==> src/rtl/ifsc_pkg.sv <==
// ----------------------------------------------------------------------------
// ifsc_pkg: shared types and constants of the IMU frame sync parser
// Holds the frame layout constants, the result record and the decoder for
// the known payload kinds.
// ----------------------------------------------------------------------------
package ifsc_pkg;

    // Frame layout: header, type, eight payload bytes and a checksum byte.
    localparam int FRAME_LEN = 11;
    // Bytes held in the cell chain; the last frame byte is the incoming one.
    localparam int HIST_LEN = FRAME_LEN - 1;
    localparam int FILL_W = $clog2(FRAME_LEN);

    localparam logic [7:0] HEADER_BYTE = 8'h55;
    localparam logic [7:0] KNOWN_LO = 8'h50;
    localparam logic [7:0] KNOWN_HI = 8'h5A;

    typedef logic [FILL_W-1:0] fill_t;

    // One parsed frame as it leaves the block.
    typedef struct packed {
        logic [7:0]  frame_type;
        logic [15:0] word_a;
        logic [15:0] word_b;
        logic [15:0] word_c;
        logic [15:0] word_d;
        logic        known_type;
    } ifsc_result_t;

    // A type is decoded when it lies in the known range, apart from the header value.
    function automatic logic type_is_known(input logic [7:0] t);
        return (t >= KNOWN_LO) && (t <= KNOWN_HI) && (t != HEADER_BYTE);
    endfunction

endpackage

==> src/rtl/ifsc_cell.sv <==
// ----------------------------------------------------------------------------
// ifsc_cell: one byte stage of the frame window
// Holds one received byte, takes its neighbor's byte on every accepted
// transaction and adds its own byte into the running checksum.
// ----------------------------------------------------------------------------
module ifsc_cell
    import ifsc_pkg::*;
(
    input  logic       aclk,
    input  logic       shift_en,
    input  logic [7:0] byte_in,
    input  logic [7:0] sum_in,
    output logic [7:0] byte_out,
    output logic [7:0] sum_out
);

    logic [7:0] byte_reg;

    // The byte moves one place toward the oldest end on each shift.
    always_ff @(posedge aclk) begin
        if (shift_en) begin
            byte_reg <= byte_in;
        end
    end

    // The checksum is modulo 256, so the carry out is dropped.
    assign sum_out  = sum_in + byte_reg;
    assign byte_out = byte_reg;

endmodule

==> src/rtl/imu_frame_sync_checksum_parser_top.sv <==
// ----------------------------------------------------------------------------
// imu_frame_sync_checksum_parser_top: header sync frame parser with checksum
// Finds 11-byte frames in a received byte stream and emits their fields.
// ----------------------------------------------------------------------------
// Usage:
//   The s_ channel takes one received byte per transaction on s_rx_byte.
//   The block keeps the last ten bytes in a chain of byte cells. When the
//   eleventh byte of a window arrives, byte 0 must be 0x55 and the low eight
//   bits of the sum of bytes 0 to 9 must equal the incoming byte. A match
//   yields one transaction on the m_ channel (type, four little-endian words
//   and the known-type flag) and empties the window; a mismatch drops the
//   oldest byte and the search goes on with the next byte.
//   A result is registered before it shows on m_valid.
//   Throughput: one byte per cycle while s_ready is high; the checksum is a
//   single pass through the adder chain of the ten cells.
//   A result waiting on a stalled receiver sits in the output register;
//   one more result fits in a skid register, and only when that is full
//   does s_ready drop. Reset (aresetn low, synchronous) empties the window
//   and both result registers; no clearing pass follows.
// ----------------------------------------------------------------------------
module imu_frame_sync_checksum_parser_top
    import ifsc_pkg::*;
(
    input  logic        aclk,
    input  logic        aresetn,
    input  logic        s_valid,
    output logic        s_ready,
    input  logic [7:0]  s_rx_byte,
    output logic        m_valid,
    input  logic        m_ready,
    output logic [7:0]  m_frame_type,
    output logic [15:0] m_word_a,
    output logic [15:0] m_word_b,
    output logic [15:0] m_word_c,
    output logic [15:0] m_word_d,
    output logic        m_known_type
);

    logic               s_accept;
    logic [7:0]         tap   [HIST_LEN];
    logic [7:0]         psum  [HIST_LEN+1];
    logic [7:0]         chain [1:HIST_LEN];
    fill_t              fill_reg, fill_next;
    logic               frame_ok;
    ifsc_result_t       result;
    ifsc_result_t       out_reg, skid_reg;
    logic               out_valid_reg, skid_valid_reg;

    assign s_ready  = !skid_valid_reg;
    assign s_accept = s_valid && s_ready;

    // Newest byte enters at the top cell; cell 0 holds the oldest byte.
    assign chain[HIST_LEN] = s_rx_byte;
    assign psum[0] = 8'h00;

    genvar k;
    generate
        for (k = 0; k < HIST_LEN; k++) begin : g_cell
            ifsc_cell u_cell (
                .aclk     (aclk),
                .shift_en (s_accept),
                .byte_in  (chain[k+1]),
                .sum_in   (psum[k]),
                .byte_out (tap[k]),
                .sum_out  (psum[k+1])
            );
            // Every cell but the oldest feeds the cell below it.
            if (k > 0) begin : g_link
                assign chain[k] = tap[k];
            end
        end
    endgenerate

    // A frame is complete when ten bytes are held and the incoming one closes it.
    assign frame_ok = s_accept && (fill_reg == fill_t'(HIST_LEN))
                      && (tap[0] == HEADER_BYTE) && (psum[HIST_LEN] == s_rx_byte);

    always_comb begin
        result.frame_type = tap[1];
        result.word_a     = {tap[3], tap[2]};
        result.word_b     = {tap[5], tap[4]};
        result.word_c     = {tap[7], tap[6]};
        result.word_d     = {tap[9], tap[8]};
        result.known_type = type_is_known(tap[1]);
    end

    // Fill count: a good frame empties the window, a full window stays at ten.
    always_comb begin
        fill_next = fill_reg;
        if (s_accept) begin
            if (frame_ok) begin
                fill_next = '0;
            end else if (fill_reg != fill_t'(HIST_LEN)) begin
                fill_next = fill_reg + fill_t'(1);
            end
        end
    end

    always_ff @(posedge aclk) begin
        if (!aresetn) begin
            fill_reg <= '0;
        end else begin
            fill_reg <= fill_next;
        end
    end

    // Output register with a skid register behind it.
    always_ff @(posedge aclk) begin
        if (!aresetn) begin
            out_valid_reg  <= 1'b0;
            skid_valid_reg <= 1'b0;
        end else if (!out_valid_reg || m_ready) begin
            if (skid_valid_reg) begin
                out_valid_reg  <= 1'b1;
                skid_valid_reg <= 1'b0;
            end else begin
                out_valid_reg  <= frame_ok;
            end
        end else if (frame_ok) begin
            skid_valid_reg <= 1'b1;
        end
    end

    always_ff @(posedge aclk) begin
        if (!out_valid_reg || m_ready) begin
            if (skid_valid_reg) begin
                out_reg <= skid_reg;
            end else begin
                out_reg <= result;
            end
        end else if (frame_ok) begin
            skid_reg <= result;
        end
    end

    assign m_valid      = out_valid_reg;
    assign m_frame_type = out_reg.frame_type;
    assign m_word_a     = out_reg.word_a;
    assign m_word_b     = out_reg.word_b;
    assign m_word_c     = out_reg.word_c;
    assign m_word_d     = out_reg.word_d;
    assign m_known_type = out_reg.known_type;

endmodule

==> config.mk <==
export PLATFORM = sky130hd
export DESIGN_NAME = imu_frame_sync_checksum_parser_top
export DESIGN_NICKNAME = d
export VERILOG_FILES = /design/src/rtl/ifsc_pkg.sv /design/src/rtl/ifsc_cell.sv /design/src/rtl/imu_frame_sync_checksum_parser_top.sv
export SDC_FILE = /design/constraint.sdc
export NUM_CORES = 1
export LEC_CHECK = 0
export BUFFER_PORTS_ARGS = -buffer_cell sky130_fd_sc_hd__buf_2
export CORE_UTILIZATION = 30
export DETAILED_ROUTE_END_ITERATION = 8
export GPL_TIMING_DRIVEN = 0
export SYNTH_ARGS = -nofsm -noshare
export SYNTH_HDL_FRONTEND = slang
export SYNTH_SLANG_ARGS = --single-unit
==> constraint.sdc <==
create_clock -name aclk -period 11.8 [get_ports aclk]
set_input_delay 1.77 -clock aclk [delete_from_list [all_inputs] [get_ports aclk]]
set_output_delay 1.77 -clock aclk [all_outputs]
set_load 0.005 [all_outputs]
# Yosys cells after proc, flatten, opt, wreduce, memory -nomap -nowiden

Index checks and enable logic that the tools add are counted.

ROM bits: 0
Memory bits (writable): 0
Output and inout port bits: 75
Register bits after elaboration: 232
Memories kept: 0
Bits of input ports: 12
Latch bits: 0

Divide/modulo/power cells: 0
Add/sub/neg operators: 10
Mux-type cells: 4
Reductions and logical operators: 13
Equal/unequal tests: 5
Shifts and indexed selects: 0
Magnitude comparators: 2
Bitwise gates (word level): 2
$mul: 0

Operators with widths:

| kind                                                                                 | count |
|---|---|
| 73-bit 2-to-1 mux                                                                    | 1 |
| 8-bit adder                                                                          | 9 |
| 8-bit by 7-bit equality test with 1-bit output (second input constant)               | 1 |
| 8-bit equality test                                                                  | 1 |
| 8-bit by 7-bit greater-or-equal comparator with 1-bit output (second input constant) | 1 |
| 8-bit by 7-bit <= comparator with 1-bit output (second input constant)               | 1 |
| 4-bit 2-to-1 mux                                                                     | 2 |
| 8-bit by 7-bit != test with 1-bit output (second input constant)                     | 1 |
| 1-bit logical AND                                                                    | 6 |
| 4-bit by 1-bit adder with 4-bit output (second input constant)                       | 1 |
| 4-bit equality test (second input constant)                                          | 1 |
| 4-bit != test (second input constant)                                                | 1 |
| 2-bit AND reduction                                                                  | 2 |
| 1-bit zero test                                                                      | 2 |
| 1-bit inverter                                                                       | 2 |
| 2-bit nonzero test                                                                   | 1 |
| 2-bit OR reduction                                                                   | 1 |
| 1-bit logical OR                                                                     | 1 |
| 1-bit 2-to-1 mux                                                                     | 1 |

# Longest topological paths before layout

Depth after elaboration: 13
Mapped depth: 18

# By module

Synthesis repeated with hierarchy kept, for this count alone.

Cell total of the unflattened synthesis: 783
Area total of the unflattened synthesis: 11463.5 um2

By module, submodules not included:

| module                             | sequential area each (um2) | area each (um2) | cells each | times used |
|---|---|---|---|---|
| imu_frame_sync_checksum_parser_top | 4504.3                     | 5766.8          | 284        | 1 |
| ifsc_cell (g_cell[0].u_cell ...)   | 240.2                      | 571.8           | 50         | 9 |
| ifsc_cell (g_cell[3].u_cell)       | 240.2                      | 550.5           | 49         | 1 |

# Worst setup path before layout

OpenSTA, ideal clock, no wires.

Kind: register -> register
From: register g_cell[2].u_cell.byte_reg[2]
To: register skid_reg[0] (netlist name), enable pin
Clock period less this slack: 9.063 ns
Data required time: 11.256 ns
Arrival: 8.518 ns
Stages on the path, launching flop included: 16
Path slack: 2.737 ns
Path buffers: 0
Setup time: 0.544 ns
Path through: edfxtp_1 fa_1 inv_1 fa_1 fa_1 fa_1 inv_1 fa_1 inv_1 fa_1 nor2b_1 o21ai_0 nand2b_1 xnor2_1 or4_1 nor4b_2

Cells in the longest elaborated chain, start to end: 11

Ends and longest elaborated chain:

| what                                 | RTL line                                  | source |
|---|---|---|
| from (decl)                          | ifsc_cell.sv:17                           | `logic [7:0] byte_reg;` |
| from (signal assigned)               | ifsc_cell.sv:22                           | `byte_reg <= byte_in;` |
| 8-bit adder (8 in series)            | ifsc_cell.sv:27                           | `assign sum_out = sum_in + byte_reg;` |
| 8-bit equality test                  | imu_frame_sync_checksum_parser_top.sv:76  | `&& (tap[0] == HEADER_BYTE) && (psum[HIST_LEN] == s_rx_byte);` |
| 1-bit logical AND                    | imu_frame_sync_checksum_parser_top.sv:76  |  |
| 2-bit AND reduction (no source line) | n/a                                       |  |
| to (signal assigned)                 | imu_frame_sync_checksum_parser_top.sv:132 | `skid_reg <= result;` |
| to (decl)                            | imu_frame_sync_checksum_parser_top.sv:46  | `ifsc_result_t out_reg, skid_reg;` |

No other way between the ends.
A chain may end at the register's enable or synchronous reset.

# Worst setup path in the final report

From: register g_cell[1].u_cell.byte_reg[2]
To: register skid_reg[35] (netlist name), enable pin

Cells in the longest elaborated chain, start to end: 12

Ends and longest elaborated chain:

| what                                 | RTL line |
|---|---|
| from (decl)                          | ifsc_cell.sv:17 |
| from (signal assigned)               | ifsc_cell.sv:22 |
| 8-bit adder (9 in series)            | ifsc_cell.sv:27 |
| 8-bit equality test                  | imu_frame_sync_checksum_parser_top.sv:76 |
| 1-bit logical AND                    | imu_frame_sync_checksum_parser_top.sv:76 |
| 2-bit AND reduction (no source line) | n/a |

No other way between the ends.

==> results.yml <==
run_status:
  outcome: "finished, final reports clean"
synthesis:
  synthTopCellsByArea: "edfxtp_1, fa_1, mux2_2"
  yosysTopAreaCell: "edfxtp_1"
  syn-instance-count: 513
  netlist.area_leader.share: 0.692
  synth_top_cells_by_count: "edfxtp_1, mux2_2, inv_1, fa_1, xnor2_1"
  synthArstFlopShare: 0
  yosysMostFrequentCell: "edfxtp_1"
  avgSynthCellArea_um2: 19.1
  ys_seq_area_frac: 0.705
  ys.flop_type: "edfxtp_1"
  syn_nets: 588
  synth-seq-cells: 232
  netlist_area_um2: 9800
  yosysUniqueCellTypes: 44
  synth_warnings: 0
  synth_edf_count: 226
clocking:
  postCtsResizedCells: 0
  cts_hold_buf: 0
  cts_max_level: 1
  numCtsBuffers: 25
  cts_sinks: 232
  root_buffer: "clkbuf_16"
  cts_tree: "done"
  clk_pin_slew_ps: 60
  post_cts_buffers: 0
  clk-insertion-delay-late_ps: 510
  cts_buffer_depth: 3
drt:
  viasPerCell: 4.24
  drt.antenna.violating_nets: 0
  drc: 0
  drt-initial-drc-count: 240
  firstDrtPassIters: 6
  post_drt_wl_per_cell_um: 16.7
  vias: 4615
  wl_um: 18200
sta:
  max_freq_mhz: 166
  skew_ps: 15.1
  final_max_slew_viol_count: 0
  finalCritPeriodShare: 0.510
  rsz0062_at_grt: "no"
  worst_slack_ps: 5790
  period_needed_ps: 6010
  holdWs_ps: 477
  hold_viol: 0
  max-slew-margin-rel: 0.407
  setup_tns_ps: 0
  tightestPinTransition_ps: 888
  setup_viol: 0
global_route:
  gr-total-overflow: 0
  busiest_layer: "met2"
  first_global_vias: 4870
  antenna_found_initial: 3
  met1_usage: 0.157
  grt_max_degree: 43
  met2_usage: 0.178
  grt_util_met3: 0.0316
  grt_pass1_wl_um: 29000
  track_usage: 0.114
floorplanning:
  die-height_um: 183
  die-area_um2: 33400
  rows: 65
  initial_core_util: 0.307
  core_area_um2: 31900
  fp.dieW_um: 183
  ios: 87
placement:
  gp_congestion: 0.741
  place_inst: 1043
  hpwl_um: 12900
  io_buffers: 86
  place_ws_ps: 5790
finish:
  fillers: 3006
  final_cells: 1089
  area_growth_pct: 20.3
  final_nets: 710
  largest_register_ffs: 80
  layout-drive-gt1-share: 0.330
power:
  leakage_nw: 4.33
  vdd_drop_max_mv: 0.172
  p_per_area_nw_per_um2: 231
setup_path:
  critPathArrivalTime_ps: 6220
  rrSetupSlack_ps: 5790
  end_kind: "register"
  path_class: "register to register"
  required_ps: 12010
  path_max_fanout: 14
  worst_setup_path_start_kind: "register"
flow_run:
  cap_violations: 0
worst_hold_path:
  hold_path_class: "register to register"
==> cell families after synthesis <==
logic type | after synthesis | share of synthesized area
xor+xnor | 30 | 0.0306
fa+ha+maj | 63 | 0.119
buf+inv | 63 | 0.0244
flops | 232 | 0.705
compound gates | 23 | 0.0185
mux | 70 | 0.0804
simple gates | 32 | 0.0227
==> final timing paths <==
check | from | to | depth (start not counted)
setup / recovery | g_cell[1].u_cell.byte_out[2] | skid_reg[35] | 17
hold / removal | g_cell[2].u_cell.byte_out[0] | skid_reg[49] | 0
setup reg to reg | g_cell[1].u_cell.byte_out[2] | skid_reg[35] | 17
hold reg to reg | g_cell[2].u_cell.byte_out[0] | skid_reg[49] | 0
==> worst max-delay path, stage by stage (launching register included) <==
cell	delay [ps]
edfxtp_1	510
fa_1	550
inv_1	60
fa_1	520
fa_1	550
fa_1	560
inv_1	50
fa_1	530
inv_1	70
fa_1	460
nor2b_1	120
o21ai_0	80
nand2b_1	170
xnor2_1	180
or4_1	470
nor4b_4	420
buf_6	240
buf_8	180
==> routing by layer <==
metal | wire, um | up-vias
met5 | 8 | -
met4 | 265 | 2
met3 | 1190 | 29
met2 | 8520 | 106
met1 | 8220 | 2343
li1 | - | 2135
==> cell usage in the layout, fill, tap and decap left out, drive strengths merged, types with 4 or more instances in the layout <==
cell      n
xor2      7
ha       13
inv      54
fa       50
a21o      4
buf      98
dfxtp     6
edfxtp  226
clkinv    7
bufinv    5
mux2     70
xnor2    22
clkbuf   35
o21ai     6
nand2     6
==> through the flow <==
step	util	instance area [um^2]	power [mW]
final	0.370	11800	2.72
after global routing	0.370	11800	2.90
after CTS	0.370	11800	2.76
after detailed placement	0.343	10900	1.93
after global placement	0.338	10800	1.90
after floorplan	-	9800	1.72
==> power breakdown <==
part / internal, mW / switching, mW
registers: 0.941 / 0.0261
logic: 0.418 / 0.527
clock network: 0.499 / 0.314
==> cell type report <==
type	count	area (um^2)	share of cell area
inverter	54	203	0.0172
sequential	232	6910	0.586
timing repair buffer	95	569	0.0483
buffer	9	36.3	0.00308
clock inverter	15	215	0.0182
multi-input combinational	218	2670	0.227
tap	435	544	0.0462
antenna	2	5.00	0.000424
clock buffer	29	641	0.0543
Power figures use the tool's default switching activity.
